===== src/sv/chs_pkg.sv =====
// ----------------------------------------------------------------------------
// Chained hash set package
// Shared constants, operation and status codes, and the queue item type.
// ----------------------------------------------------------------------------
package chs_pkg;

  localparam int CHS_MAX_BUCKET_LOG2 = 10;
  localparam int CHS_NODE_CAPACITY   = 1024;
  localparam int CHS_RESET_LOG2      = 7;
  localparam int CHS_QUEUE_DEPTH     = 4;

  localparam logic [31:0] MIX_C1 = 32'h85eb_ca6b;
  localparam logic [31:0] MIX_C2 = 32'hc2b2_ae35;

  localparam logic [1:0] OP_INSERT = 2'd0;
  localparam logic [1:0] OP_LOOKUP = 2'd1;
  localparam logic [1:0] OP_CLEAR  = 2'd2;

  localparam logic [2:0] ST_ADDED     = 3'd0;
  localparam logic [2:0] ST_RESIZED   = 3'd1;
  localparam logic [2:0] ST_CONTAINED = 3'd2;
  localparam logic [2:0] ST_FOUND     = 3'd3;
  localparam logic [2:0] ST_NOT_FOUND = 3'd4;
  localparam logic [2:0] ST_CLEARED   = 3'd5;
  localparam logic [2:0] ST_FULL      = 3'd6;

  typedef struct packed {
    logic [1:0]  op;
    logic [31:0] key;
    logic [31:0] hash;
  } item_t;

endpackage


===== src/sv/chs_queue.sv =====
// ----------------------------------------------------------------------------
// Chained hash set item queue
// A short FIFO that lets the hash front end and the table engine stall apart.
// ----------------------------------------------------------------------------
module chs_queue
  import chs_pkg::*;
(
  input  logic  clk,
  input  logic  rst_n,
  input  logic  push,
  input  item_t push_item,
  output logic  q_ready,
  input  logic  pop,
  output logic  q_valid,
  output item_t q_item
);

  localparam int PTR_W = $clog2(CHS_QUEUE_DEPTH);

  item_t            slots_r [CHS_QUEUE_DEPTH];
  logic [PTR_W-1:0] wr_r, rd_r;
  logic [PTR_W:0]   cnt_r;

  assign q_ready = cnt_r != (PTR_W+1)'(CHS_QUEUE_DEPTH);
  assign q_valid = cnt_r != '0;
  assign q_item  = slots_r[rd_r];

  always_ff @(posedge clk) begin
    if (!rst_n) begin
      wr_r  <= '0;
      rd_r  <= '0;
      cnt_r <= '0;
    end else begin
      if (push) wr_r <= wr_r + 1'b1;
      if (pop)  rd_r <= rd_r + 1'b1;
      if (push && !pop)      cnt_r <= cnt_r + 1'b1;
      else if (!push && pop) cnt_r <= cnt_r - 1'b1;
    end
  end

  always_ff @(posedge clk) begin
    if (push) slots_r[wr_r] <= push_item;
  end

endmodule


===== config.mk =====
export PLATFORM = sky130hd
export DESIGN_NAME = chs_queue
export DESIGN_NICKNAME = d
export VERILOG_FILES = /design/src/sv/chs_pkg.sv /design/src/sv/chs_queue.sv
export SDC_FILE = /design/constraint.sdc
export NUM_CORES = 1
export LEC_CHECK = 0
export BUFFER_PORTS_ARGS = -buffer_cell sky130_fd_sc_hd__buf_4
export CAP_MARGIN = 20
export CELL_PAD_IN_SITES_DETAIL_PLACEMENT = 0
export CELL_PAD_IN_SITES_GLOBAL_PLACEMENT = 2
export CORE_UTILIZATION = 40
export CTS_CLUSTER_DIAMETER = 50
export DETAILED_ROUTE_END_ITERATION = 10
export GPL_TIMING_DRIVEN = 0
export PLACE_DENSITY_LB_ADDON = 0.1
export SYNTH_ARGS = -nofsm -noshare
export SYNTH_HDL_FRONTEND = slang
export SYNTH_SLANG_ARGS = --single-unit

===== constraint.sdc =====
create_clock -name clk -period 2.7 [get_ports clk]
set_input_delay 0.81 -clock clk [delete_from_list [all_inputs] [get_ports clk]]
set_output_delay 0.81 -clock clk [all_outputs]
set_load 0.02 [all_outputs]

==> summary.txt <==
Worst setup path
  – Highest fanout seen on the critical path: 10
  – Terminus of the critical flop-to-flop path: slots_r[2][24]
  – Worst endpoint required time: 1.89 ns
  – Most used cell, CP: buf_12
  – RR Startpoint: wr_r[0]
  – Critical-path cell list: buf_12, buf_12, mux4_2, buf_6
  – Slowest library cell on the worst path: mux4_2
  – Data arrival time at the worst-slack endpoint: 1.91 ns
  – Minimum setup slack among reg-to-reg paths: 0.97 ns
  – Worst setup path class: register to output pin
  – Capturing element type of the critical path: output pin
  – Largest incremental delay on the critical path: 0.53 ns
  – Startpoint Class: register
  – R2R depth: 4

Run status
  – Violations in the final reports: setup timing
  – Result of the run: complete, but fails checks

Clocking
  – Max H-tree Level: 1
  – Root buffer selected by CTS: clkbuf_16
  – Max clock buf depth: 3
  – Clock transition at path regs: 0.06 ns
  – Number of buffers added by the clock tree synthesis step: 30
  – Total of hold buffers inserted after clock tree synthesis: 0
  – CTS tree: built
  – Clock latency at the later pin of the worst-skew pair: 0.53 ns
  – Clock tree sinks: 273

Floorplan
  – Number of core rows: 57
  – Die Span Y: 160 um
  – # IOs: 138
  – Core Box Area: 24400 um2
  – Horizontal die dimension: 160 um
  – Floorplan die area: 25500 um2
  – Starting density of the core: 40.9%

Placed design
  – RePlAce Congestion: 0.689
  – Final HPWL DP: 10800 um
  – Area after DPL: 11500 um2
  – Setup slack after placement: 0.263 ns
  – Number of I/O port buffers: 137

Yosys
  – Avg Cell Area, Syn: 25.7 um2
  – Post-synthesis compound-gate area fraction: 0.126%
  – Multiplexer share of the synthesized area: 15.1%
  – Total of warnings raised by yosys: 0
  – Post-synthesis cell type count: 20
  – Leading register cell type out of synthesis: edfxtp_1
  – Xor-xnor portion of the synthesized cell area: 0.439%
  – Netlist area before placement: 9960 um2
  – Number of flops mapped to enable cells by yosys: 264
  – Main area contributors after synthesis: edfxtp_1 80%, mux4_2 15%, dfxtp_1 1.8%
  – Synth async-reset ratio: 0%
  – Largest family of logic cells by synthesized area: multiplexers
  – Leading cell type by number of instances after synthesis: edfxtp_1
  – Synth Area in Adders: 0.829%
  – Post-synthesis instance total: 388
  – Portion of synthesized cell area occupied by the leading cell type: 79.6%
  – Fraction of the yosys area taken by sequential cells: 81.4%
  – Fraction of the mapped netlist area in simple logic gates: 0.929%
  – Synth top cells by count: 264 x edfxtp_1, 66 x mux4_2, 9 x and2_1, 9 x dfxtp_1
  – Biggest area consumer among synthesized cells: edfxtp_1
  – Seq cells post-synth: 273
  – Number of nets in the synthesized netlist: 464

STA
  – Period minus WS final: 2.72 ns
  – F_max: 0.368 GHz
  – Unrepaired setup endpoints after global routing: yes
  – Worst clock skew: 0.00704 ns
  – Crit share post-route: 101%
  – Slew Limit Headroom: 61.5%
  – Final Max Tran Viols: 0
  – Number of failing hold endpoints at the final stage: 0
  – Number of setup violations in the final report: 11
  – Transition time at the pin with the least slew margin: 0.578 ns
  – Least setup slack across all paths after layout: -0.0185 ns

Layout
  – FF/Latch Area: 8110 um2
  – Area Overhead vs Synth: 27.7%
  – Layout fillers: 1980
  – Multi-input logic area: 1750 um2
  – Antenna diodes: 0
  – Share of post-route cells with drive strength above 1: 46.7%
  – Layout net count: 641
  – Layout Cell Area excl Fill: 12700 um2

Power and ir drop
  – Total power density per cell area: 789 nW/um2
  – Static power due to leakage: 4.33 nW
  – Maximum ir drop on the vdd rail: 479 uV
  – Sum of internal, switching and leakage power: 10.0 mW

Detailed routing
  – Number of nets still failing antenna checks after routing: 0
  – Total detailed-routing wirelength: 18100 um
  – Vias/cell: 4.93
  – Drt wl/cell: 19.8 um
  – DRT Pass-1 Iters: 4
  – First-iteration detailed-routing DRC count: 226
  – Final routed DRC violation total: 0
  – Count of vias placed by the detailed router: 4498

Global route
  – Residual overflow from global routing: 0
  – Global-route usage over all layers: 14.6%
  – Number of antenna violations at the first check in global routing: 0
  – Wire length of the first global-routing pass: 28400 um
  – Largest net degree at the start of global routing: 39
  – Vias in the first global route: 4947

Hold path
  – Startpoint of the most critical hold path: push_item[56]
  – Destination of the worst hold path: slots_r[0][56]
  – Hold path cells: 1
  – Worst min-delay path category: input port to register

Job
  – Maximum Capacitance Violations: 0
worst max-delay path by stage:
stage | from | endpoint | slack, ns | cells after the start
floorplan | pop | cnt_r[2] | 0.61 | 7
global placement | push | slots_r[1][30] | -0.26 | 2
detailed placement | register | q_item[34] | 0.26 | 4
CTS | register | q_item[34] | -0.08 | 4
global route | register | q_item[17] | -0.09 | 4
finish | register | q_item[17] | -0.02 | 4
critical path: cells and delay by family, from the launching register on:
kind / cells / cell delay [ns]
buffers and inverters: 3 / 0.45
flip-flops: 1 / 0.37
multiplexers: 1 / 0.53
flip-flops by register name, indices dropped and copies added, names as in the netlist, named ones only:
name,count
wr_r,2
slots_r,264
cnt_r,3
rd_r,2
cell type report:
class | instances | area share (%)
tap | 324 | 3.19
multi-input combinational | 97 | 13.7
sequential | 273 | 63.7
inverter | 4 | 0.118
timing repair buffer | 145 | 10.4
clock buffer | 42 | 6.74
clock inverter | 14 | 0.806
buffer | 14 | 1.31
metrics by stage:
step           setup TNS (ns)  utilization [%]  std cells  hold slack [ns]
6_report              -0.0989             52.2        913            0.473
5_1_grt                 -3.42             52.2        913            0.451
4_1_cts                 -2.30             52.1        912            0.452
3_5_place_dp                0             47.2        853            0.503
3_3_place_gp           -65.49             46.8        849            0.488
2_1_floorplan               0                -        388            0.472
kinds of logic after synthesis:
kind of cell	Yosys count
buf+inv	18
xor+xnor	5
flops	273
fa+ha+maj	6
mux	68
simple gates	16
compound gates	2
where the power goes:
group | internal [mW] | leakage (nW) | switching, mW
Combinational | 0.637 | 1.36 | 0.636
Sequential | 4.87 | 2.50 | 0.0510
Clock | 2.30 | 0.468 | 1.54
Total | 7.81 | 4.33 | 2.23
timing repair:
action                                  in CTS  in global routing
endpoints found under the setup margin      66                 63
resized for setup                           60                  2
cloned                                       0                  0
endpoints found under the hold margin        0                  0
buffers inserted                             3                  1
cells in the final DEF (no fill, tap or decap), types with 3 or more instances in the layout:
master,n
and2_4,4
mux4_2,66
clkinv_2,5
buf_16,3
buf_12,6
buf_4,105
clkbuf_8,4
inv_1,4
xor2_1,3
edfxtp_1,264
clkbuf_16,31
buf_6,43
and2_1,5
dfxtp_1,8
clkbuf_1,7
ha_1,5
clkinv_1,4
metal layers:
metal	up-vias	wire [um]	track usage (%)	share of wire [%]
li1	2008	-	-	-
met1	2341	7370	18.3	41
met2	118	9190	25.1	51
met3	31	1070	3.74	5.9
met4	0	436	4.11	2.4
met5	-	0	0.568	0
(Power assumes the default switching activity.)
