===== src/sv/chs_pkg.sv =====
// ----------------------------------------------------------------------------
// Chained hash set package
// Shared constants, operation and status codes, and the queue item type.
// ----------------------------------------------------------------------------
package chs_pkg;

  localparam int CHS_MAX_BUCKET_LOG2 = 10;
  localparam int CHS_NODE_CAPACITY   = 1024;
  localparam int CHS_RESET_LOG2      = 7;
  localparam int CHS_QUEUE_DEPTH     = 4;

  localparam logic [31:0] MIX_C1 = 32'h85eb_ca6b;
  localparam logic [31:0] MIX_C2 = 32'hc2b2_ae35;

  localparam logic [1:0] OP_INSERT = 2'd0;
  localparam logic [1:0] OP_LOOKUP = 2'd1;
  localparam logic [1:0] OP_CLEAR  = 2'd2;

  localparam logic [2:0] ST_ADDED     = 3'd0;
  localparam logic [2:0] ST_RESIZED   = 3'd1;
  localparam logic [2:0] ST_CONTAINED = 3'd2;
  localparam logic [2:0] ST_FOUND     = 3'd3;
  localparam logic [2:0] ST_NOT_FOUND = 3'd4;
  localparam logic [2:0] ST_CLEARED   = 3'd5;
  localparam logic [2:0] ST_FULL      = 3'd6;

  typedef struct packed {
    logic [1:0]  op;
    logic [31:0] key;
    logic [31:0] hash;
  } item_t;

endpackage


===== src/sv/chs_front.sv =====
// ----------------------------------------------------------------------------
// Chained hash set front end
// Accepts items and computes the fmix32 hash of the key in three stages.
// ----------------------------------------------------------------------------
module chs_front
  import chs_pkg::*;
(
  input  logic        clk,
  input  logic        rst_n,
  input  logic        in_valid,
  output logic        in_stall,
  input  logic [1:0]  in_operation,
  input  logic [31:0] in_key,
  output logic        push,
  output item_t       push_item,
  input  logic        q_ready
);

  logic        v1_r, v2_r, v3_r;
  logic [1:0]  op1_r, op2_r, op3_r;
  logic [31:0] key1_r, key2_r, key3_r;
  logic [31:0] h1_r, h2_r, h3_r;
  logic        adv1, adv2, adv3;
  logic [31:0] h2x;

  assign adv3     = !v3_r || q_ready;
  assign adv2     = !v2_r || adv3;
  assign adv1     = !v1_r || adv2;
  assign in_stall = !adv1;
  assign push     = v3_r && q_ready;
  assign h2x      = h2_r ^ (h2_r >> 13);

  always_comb begin
    push_item.op   = op3_r;
    push_item.key  = key3_r;
    push_item.hash = h3_r ^ (h3_r >> 16);
  end

  always_ff @(posedge clk) begin
    if (!rst_n) begin
      v1_r <= 1'b0;
      v2_r <= 1'b0;
      v3_r <= 1'b0;
    end else begin
      if (adv1) v1_r <= in_valid;
      if (adv2) v2_r <= v1_r;
      if (adv3) v3_r <= v2_r;
    end
  end

  always_ff @(posedge clk) begin
    if (adv1) begin
      op1_r  <= in_operation;
      key1_r <= in_key;
      h1_r   <= in_key ^ (in_key >> 16);
    end
    if (adv2) begin
      op2_r  <= op1_r;
      key2_r <= key1_r;
      h2_r   <= 32'(h1_r * MIX_C1);
    end
    if (adv3) begin
      op3_r  <= op2_r;
      key3_r <= key2_r;
      h3_r   <= 32'(h2x * MIX_C2);
    end
  end

endmodule


===== config.mk =====
export PLATFORM = sky130hd
export DESIGN_NAME = chs_front
export DESIGN_NICKNAME = d
export VERILOG_FILES = /design/src/sv/chs_pkg.sv /design/src/sv/chs_front.sv
export SDC_FILE = /design/constraint.sdc
export NUM_CORES = 1
export LEC_CHECK = 0
export ABC_CLOCK_PERIOD_IN_PS = 10900
export BUFFER_PORTS_ARGS = -buffer_cell sky130_fd_sc_hd__buf_2
export CAP_MARGIN = 25
export CORE_ASPECT_RATIO = 1.25
export CORE_UTILIZATION = 40
export DETAILED_ROUTE_END_ITERATION = 10
export HOLD_SLACK_MARGIN = 0.08
export PLACE_DENSITY_LB_ADDON = 0.25
export SLEW_MARGIN = 30
export SYNTH_ARGS = -nofsm -noshare
export SYNTH_HDL_FRONTEND = slang
export SYNTH_SLANG_ARGS = --single-unit

===== constraint.sdc =====
create_clock -name clk -period 10.9 [get_ports clk]
set_input_delay 1.635 -clock clk [delete_from_list [all_inputs] [get_ports clk]]
set_output_delay 1.635 -clock clk [all_outputs]
set_load 0.05 [all_outputs]

==> impl_metrics.toml, run 1 <==
[global_route]
grt_usage_pct = 22.1
grt_pass1_wl_um = 94500
grt_pass1_vias = 15900
grt_max_degree = 63
grt_overflow = 0
grt_antenna_before_repair = 0

[outcome]
status = "finished, final reports clean"

[final_layout]
fin_nets = 2942
antenna_cells = 0
mostFrequentLayoutCells = "inv_1, fa_1, ha_1, edfxtp_1, buf_2"
fillers = 5496
drive_gt1_share_pct = 7.12
area_growth_pct = 8.38
final_common_cell = "inv_1"
stdcell_count = 2907

[place]
gp_congestion = 0.973
dp_hpwl_um = 56100
dp.cells = 2876
port_buffers = 105

[detailed_routing]
dr.pass1.iters = 5
wl_met1_um = 22400
via_per_inst = 4.79
vias = 13900
met2_length_um = 34800
antenna_left = 0
drt_iter0_markers = 509
drc = 0
wirelength_um = 62600
routedWlPerCell_um = 21.5
top_layer_used = "met4"
wl_met3_um = 1170

[clock_tree]
cts_max_level = 4
cts_sinks = 185
cts_hold_buf = 0
tritoncts = "built"
cts-buffers-inserted = 17
cts_root_buf = "clkbuf_16"
clock_latency_ns = 0.48
clk_path_buf_depth = 2
path_clk_slew_ns = 0.08
ctsResizeCount = 0
cts_setup_buffers = 0

[worst_setup_path]
cp-end-kind = "register"
critPathLaunch = "h2_r[16]$_DFFE_PP_"
start_kind = "register"
crit_path_end = "h3_r[30]$_DFFE_PP_"
worst_path_max_delay_cell = "o31ai_1"
worstPathCellList = "xnor2_1, inv_1, ha_1, inv_1, fa_1, inv_1, fa_1, fa_1, fa_1, ha_1, fa_1, inv_1, fa_1, inv_1, ha_1, and3_1, a21boi_0, a31oi_1, a21oi_1, a31oi_1, o31ai_1, a31oi_1, xnor2_1"
critPathTopFamily = "adder cells"
worstSetupPathType = "register to register"
worstPathArrival_ns = 7.87
critPathMostFrequentCell = "fa_1"
cp.depth = 23
ff2ff_setup_slack_ns = 3.25
crit_path_max_fanout = 6
cpPeakStageDelay_ns = 0.60
crit_required_ns = 11.12
path_buf_inv = 5
reg2reg_depth = 23
r2r_start = "h2_r[16]$_DFFE_PP_"
r2r_end = "h3_r[30]$_DFFE_PP_"

[floorplan]
fp.coreArea_mm2 = 0.0582
die_x_um = 219
die_area_mm2 = 0.0598
initial_core_util_pct = 40.4
rows = 99
ios = 106
die_h_um = 273

[sta]
timing.fmax_mhz = 131
setup_viol = 0
rsz0062_at_grt = "false"
worst_pin_slew_ns = 0.888
maxSlewViolCount = 0
final.setup.tns_ns = 0
skew_ns = 0.0128
finalHoldViolations = 0
fin_crit_sh_pct = 70.2
max_slew_margin_pct = 40.6
fin_crit_ns = 7.65

[yosys]
yosysSeqAreaShare_pct = 23.5
ys_seq_elements = 185
syn_inst = 2027
synth_flop_cell = "edfxtp_1"
avgSynthCellArea_um2 = 11.6
netlist_area_mm2 = 0.0235
yosys_warnings = 0
synth_edf_count = 182
async_reset_ff_share_pct = 0
yosysUniqueCellTypes = 51
syn_nets = 2831

[min_path]
hold_path.class = "register to register"

[run]
cap_violations = 0
layout make-up:
type / instances / area (um2) / area share [%]
multi-input combinational: 1184 / 15500 / 60.7
sequential: 185 / 5530 / 21.7
inverter: 640 / 2400 / 9.42
tap: 757 / 947 / 3.72
timing repair buffer: 110 / 563 / 2.21
clock buffer: 17 / 425 / 1.67
clock inverter: 14 / 144 / 0.564
worst register-to-register path: stages, from the launching register on:
cell      delay [ns]
edfxtp_1        0.43
xnor2_1         0.50
inv_1           0.35
ha_1            0.52
inv_1           0.13
fa_1            0.40
inv_1           0.09
fa_1            0.44
fa_1            0.44
fa_1            0.50
ha_1            0.31
fa_1            0.49
inv_1           0.05
fa_1            0.47
inv_1           0.04
ha_1            0.35
and3_1          0.25
a21boi_0        0.19
a31oi_1         0.09
a21oi_1         0.21
a31oi_1         0.17
o31ai_1         0.60
a31oi_1         0.22
xnor2_1         0.17
layer usage:
layer | vias to the layer above | track usage, %
met4 | 0 | 13.4
met1 | 7119 | 22.4
met2 | 213 | 42.4
met3 | 114 | 2.66
met5 | - | 0
li1 | 6472 | -
through the flow:
stage	util [%]	cell area [um2]	hold slack [ns]	setup slack (ns)
2_1_floorplan	-	23500	0.400	4.28
3_3_place_gp	42.8	24900	0.401	3.25
3_5_place_dp	42.8	24900	0.405	3.34
4_1_cts	43.8	25500	0.420	3.31
5_1_grt	43.8	25500	0.423	3.00
6_report	43.8	25500	0.417	3.25
cell families after synthesis:
group | Yosys count | share of synthesized area, %
fa+ha+maj | 766 | 53.3
flops | 185 | 23.5
buf+inv | 658 | 10.8
compound gates | 134 | 3.69
simple gates | 110 | 2.32
xor+xnor | 174 | 6.48
worst min-delay path by stage:
stage,from,endpoint,slack (ns),depth (start not counted)
floorplan,key1_r[0]$_DFFE_PN_,key2_r[0]$_DFFE_PP_,0.40,0
global placement,key1_r[5]$_DFFE_PN_,key2_r[5]$_DFFE_PP_,0.40,0
detailed placement,key1_r[5]$_DFFE_PN_,key2_r[5]$_DFFE_PP_,0.40,0
CTS,op2_r[1]$_DFFE_PP_,op3_r[1]$_DFFE_PP_,0.42,0
global route,key2_r[26]$_DFFE_PP_,key3_r[26]$_DFFE_PP_,0.42,0
finish,op2_r[1]$_DFFE_PP_,op3_r[1]$_DFFE_PP_,0.42,0
registers in the layout (all words and copies together) (netlist names):
signal  cells
h2_r       32
v3_r        1
key1_r     32
op3_r       2
op1_r       2
h3_r       32
op2_r       2
h1_r       16
v1_r        1
v2_r        1
key3_r     32
key2_r     32
cells in the mapped netlist, types with 2 or more instances:
library cell  instances  share of area (%)
inv_1               640                 10
fa_1                392                 33
ha_1                374                 20
edfxtp_1            182                 23
xnor2_1             104                3.9
xor2_1               70                2.6
a21oi_1              44               0.94
nor2_1               30               0.48
nand2_1              25               0.40
a21o_1               22               0.70
o21ai_0              18               0.38
buf_4                16               0.51
nand3_1              13               0.28
and3_1               10               0.27
o21a_1                8               0.26
o21bai_1              8               0.26
a31oi_1               7               0.19
a211oi_1              6               0.19
nand2b_1              6               0.16
nor2b_1               6               0.16
and2_1                4               0.11
nand4_1               4               0.11
dfxtp_1               3               0.26
nor3_1                3              0.064
a211o_1               2              0.074
a41o_1                2              0.085
buf_2                 2              0.043
o21ai_1               2              0.043
or3_1                 2              0.053
Power of run 1 is not shown: default switching activity piles up to over one toggle a cycle in this logic, so the estimate is an artifact.
==> run 2, diff against run 1 <==
Settings changed: ABC_AREA from default to 1, ABC_CLOCK_PERIOD_IN_PS 10900 to 7200.
Clock period 10.9 ns to 7.2 ns, I/O delays scaled along.
==> impl_metrics.toml, run 2 <==
[final_layout]
fillers = 5910
final_util_pct = 44.2
multi_input_area_mm2 = 0.0162
final_common_cell = "inv_1"
ff_latch_area_mm2 = 0.00553
area_growth_pct = 9.20
final_area_mm2 = 0.0268
fin_nets = 3303
stdcell_count = 3284
antenna_cells = 0
mostFrequentLayoutCells = "inv_1, fa_1, ha_1, nand2_1, edfxtp_1"
drive_gt1_share_pct = 7.80

[yosys]
yosysUniqueCellTypes = 40
async_reset_ff_share_pct = 0
synth.top_cell.area_share_pct = 32.0
yosysTopAreaCell = "fa_1"
synth_flop_cell = "edfxtp_1"
yosysMostFrequentCell = "inv_1"
syn_nets = 3170
yosys_warnings = 0
ys_seq_elements = 185
synthTopCellsByArea = "fa_1, edfxtp_1, ha_1, inv_1, nand2_1"
synth_edf_count = 182
yosysSeqAreaShare_pct = 22.5
ys_top_cells_by_count = "inv_1, fa_1, ha_1"
syn_inst = 2366
netlist_area_mm2 = 0.0245
avgSynthCellArea_um2 = 10.4

[floorplan]
die_h_um = 279
ios = 106
die_x_um = 224
fp.coreArea_mm2 = 0.0607
initial_core_util_pct = 40.4
die_area_mm2 = 0.0623
rows = 101

[global_route]
grt_pass1_wl_um = 105000
grt_antenna_before_repair = 1
grt_max_degree = 69
grt_overflow = 0
grt_pass1_vias = 18100
grt_usage_pct = 23.2

[sta]
maxSlewViolCount = 0
timing.fmax_mhz = 144
skew_ns = 0.0161
fin_crit_ns = 6.97
finalHoldViolations = 0
fin_crit_sh_pct = 96.8
setup_viol = 0
worst_pin_slew_ns = 0.934
post-route-worst-setup-slack_ns = 0.234
max_slew_margin_pct = 37.7

[place]
port_buffers = 105
dpl_cell_area_mm2 = 0.0261
dp.cells = 3250
gp_congestion = 0.955
dp_hpwl_um = 61600
dp_slack_ns = 0.0311

[clock_tree]
clock_latency_ns = 0.47
path_clk_slew_ns = 0.09
cts_max_level = 4
cts-buffers-inserted = 17
cts_root_buf = "clkbuf_16"
tritoncts = "built"
cts_sinks = 185
clk_path_buf_depth = 2
cts_hold_buf = 0

[worst_setup_path]
r2r_start = "h2_r[20]$_DFFE_PP_"
r2r_end = "h3_r[27]$_DFFE_PP_"
worstPathArrival_ns = 7.18
worstSetupPathType = "register to register"
critPathLaunch = "h2_r[20]$_DFFE_PP_"
ff2ff_setup_slack_ns = 0.23
crit_required_ns = 7.42
reg2reg_depth = 24
start_kind = "register"
crit_path_end = "h3_r[27]$_DFFE_PP_"
crit_path_max_fanout = 6
cp-end-kind = "register"

[detailed_routing]
vias = 15900
routedWlPerCell_um = 21.0
antenna_left = 0
via_per_inst = 4.85
drt_iter0_markers = 754
drc = 0
wirelength_um = 68900
dr.pass1.iters = 5

[outcome]
status = "finished, final reports clean"

[min_path]
hold_path.class = "register to register"

[run]
cap_violations = 0
==> run 2: routing by layer <==
layer / share of wire, % / wire, um / up-vias / GRT usage, %
met2: 55 / 37700 / 314 / 44.1
li1: - / - / 7453 / -
met4: 6.5 / 4470 / 2 / 13.8
met1: 37 / 25200 / 8023 / 24.4
met3: 2.3 / 1580 / 146 / 2.51
met5: 0.019 / 13 / - / 0
==> run 2: critical path, cell delays in order (launching register included) <==
cell and delay [ns]:
edfxtp_1 0.53, or2_2 0.19, nand2_1 0.11, nor2_1 0.53
nor2_1 0.31, fa_1 0.47, fa_1 0.51, inv_1 0.07
fa_1 0.51, inv_1 0.07, fa_1 0.48, fa_1 0.46
fa_1 0.51, inv_1 0.05, fa_1 0.47, inv_1 0.05
ha_1 0.36, nand2_1 0.12, nor2_1 0.22, inv_2 0.06
nor2_1 0.17, nand4_1 0.14, nand3_2 0.15, a21oi_2 0.08
xnor2_1 0.13
==> run 2: worst min path at each step <==
stage	start	end	slack, ns	cells after the start
3_3_place_gp	key1_r[8]$_DFFE_PN_	key2_r[8]$_DFFE_PP_	0.40	0
4_1_cts	key2_r[17]$_DFFE_PP_	key3_r[17]$_DFFE_PP_	0.42	0
2_1_floorplan	key1_r[0]$_DFFE_PN_	key2_r[0]$_DFFE_PP_	0.40	0
3_5_place_dp	key2_r[13]$_DFFE_PP_	key3_r[13]$_DFFE_PP_	0.40	0
6_report	key2_r[17]$_DFFE_PP_	key3_r[17]$_DFFE_PP_	0.42	0
5_1_grt	key2_r[19]$_DFFE_PP_	key3_r[19]$_DFFE_PP_	0.43	0
==> run 2: cell families (layout without fill, tap and decap cells) <==
family / Yosys count / in the layout / synth area share (%)
fa+ha+maj: 766 / 766 / 51.1
buf+inv: 760 / 906 / 11.9
simple gates: 388 / 388 / 6.58
flops: 185 / 185 / 22.5
xor+xnor: 137 / 137 / 4.89
compound gates: 130 / 130 / 3.08
==> run 2: repair_timing <==
item	4_1_cts	5_1_grt
endpoints found under the setup margin	1	8
buffers inserted	0	2
pin swaps	0	0
hold endpoints to repair	0	0
gates resized for setup	1	9
==> run 2: per-stage QoR <==
step | setup TNS [ns] | hold WS (ns)
floorplan | 0 | 0.400
global placement | 0 | 0.402
detailed placement | 0 | 0.405
CTS | 0 | 0.419
global route | -0.0424 | 0.426
finish | 0 | 0.415
==> run 2: area by class of cell <==
type | count | share of cell area, %
well taps | 772 | 3.60
multi-input cells | 1421 | 60.4
repair buffers | 130 | 2.66
clock inverters | 15 | 0.700
inverters | 744 | 10.4
flip-flops and latches | 185 | 20.6
clock buffers | 17 | 1.59
Power of run 2 is left out for the same reason.
==> run 3, diff against run 2 <==
Settings changed: BUFFER_PORTS_ARGS -buffer_cell sky130_fd_sc_hd__buf_2 to default, DONT_BUFFER_PORTS from default to 1.
==> impl_metrics.toml, run 3 (same netlist as run 2, synthesis figures left out) <==
[detailed_routing]
antenna_left = 0
drt_iter0_markers = 750
routedWlPerCell_um = 21.6
vias = 15600
dr.pass1.iters = 5
via_per_inst = 4.88
wirelength_um = 68900
drc = 0

[sta]
fin_crit_ns = 6.90
fin_crit_sh_pct = 95.8
whs_ns = 0.412
maxSlewViolCount = 0
setup_viol = 0
timing.fmax_mhz = 145
finalHoldViolations = 0
skew_ns = 0.0214
max_slew_margin_pct = 32.2
worst_pin_slew_ns = 1.01

[clock_tree]
path_clk_slew_ns = 0.10
cts-buffers-inserted = 17
cts_max_level = 4
cts_root_buf = "clkbuf_16"
clk_path_buf_depth = 2
cts_sinks = 185
cts_hold_buf = 0
clock_latency_ns = 0.49
tritoncts = "built"

[min_path]
hold_path.class = "register to register"

[outcome]
status = "finished, final reports clean"

[final_layout]
mostFrequentLayoutCells = "inv_1, fa_1, ha_1, nand2_1, edfxtp_1"
multi_input_area_mm2 = 0.0162
area_growth_pct = 7.32
fillers = 5869
antenna_cells = 0
fin_nets = 3204
ff_latch_area_mm2 = 0.00553
drive_gt1_share_pct = 4.10
final_common_cell = "inv_1"
final_util_pct = 43.4

[worst_setup_path]
worstSetupPathType = "register to register"
worstPathArrival_ns = 7.12
crit_required_ns = 7.42
worst_path_max_delay_cell = "fa_1"
critPathTopFamily = "adder cells"
cpPeakStageDelay_ns = 0.56
crit_path_max_fanout = 5
path_buf_inv = 6
cp-end-kind = "register"
start_kind = "register"

[global_route]
grt_antenna_before_repair = 0
grt_pass1_vias = 17700
grt_usage_pct = 23.2
grt_pass1_wl_um = 105000
grt_max_degree = 69
grt_overflow = 0

[floorplan]
die_area_mm2 = 0.0623
ios = 106
die_h_um = 279
fp.coreArea_mm2 = 0.0607
die_x_um = 224
initial_core_util_pct = 40.4
rows = 101

[place]
gp_congestion = 0.996
port_buffers = 0
dp_hpwl_um = 61500

[run]
cap_violations = 0
run 3: cell count changes in the layout (fill, tap and decap cells not counted), sizes merged:
cell      previous run  this run
inv                750       755
buf                130        31
clkinv               8         4
clkinvlp             1         0
run 3: worst reg2reg max path: cells and delay by family (launching register included):
family / cells / cell delay (ns)
fa+ha+maj: 9 / 4.00
buf+inv: 6 / 0.44
xor+xnor: 1 / 0.15
flops: 1 / 0.44
simple gates: 5 / 0.89
compound gates: 4 / 0.73
run 3: per-layer routing:
layer / up-vias / track usage (%) / share of wire, %
met5: - / 0 / 0
met4: 0 / 12.6 / 5.7
met3: 131 / 2.26 / 2.1
met2: 285 / 45.0 / 56
met1: 7884 / 24.2 / 37
li1: 7251 / - / -
run 3: per-stage QoR:
stage          area [um2]  cells  worst slack, ns  setup TNS [ns]
2_1_floorplan       24500   2366            0.914               0
3_3_place_gp        25600   3153            0.276               0
3_5_place_dp        25600   3153            0.208               0
4_1_cts             26300   3185            0.178               0
5_1_grt             26300   3185         -0.00292        -0.00292
6_report            26300   3185            0.302               0
run 3: cell type report:
type | instances | area share (%)
inverter | 744 | 10.6
clock buffer | 17 | 1.62
tap | 772 | 3.67
multi-input combinational | 1421 | 61.4
clock inverter | 15 | 0.846
sequential | 185 | 21.0
timing repair buffer | 31 | 0.884
run 3: final timing paths:
| kind | start | endpoint | slack [ns] | depth (start not counted) |
|---|---|---|---|---|
| setup reg to reg | h2_r[7]$_DFFE_PP_ | h3_r[25]$_DFFE_PP_ | 0.30 | 25 |
| setup / recovery | h2_r[7]$_DFFE_PP_ | h3_r[25]$_DFFE_PP_ | 0.30 | 25 |
| hold reg to reg | key2_r[30]$_DFFE_PP_ | key3_r[30]$_DFFE_PP_ | 0.41 | 0 |
| hold / removal | key2_r[30]$_DFFE_PP_ | key3_r[30]$_DFFE_PP_ | 0.41 | 0 |
run 3: what timing repair did:
item / in CTS / in global routing
resized for setup: 0 / 4
setup endpoints to repair: 0 / 6
hold endpoints to repair: 0 / 0
buffers inserted: 0 / 0
Power of run 3 is left out for the same reason.
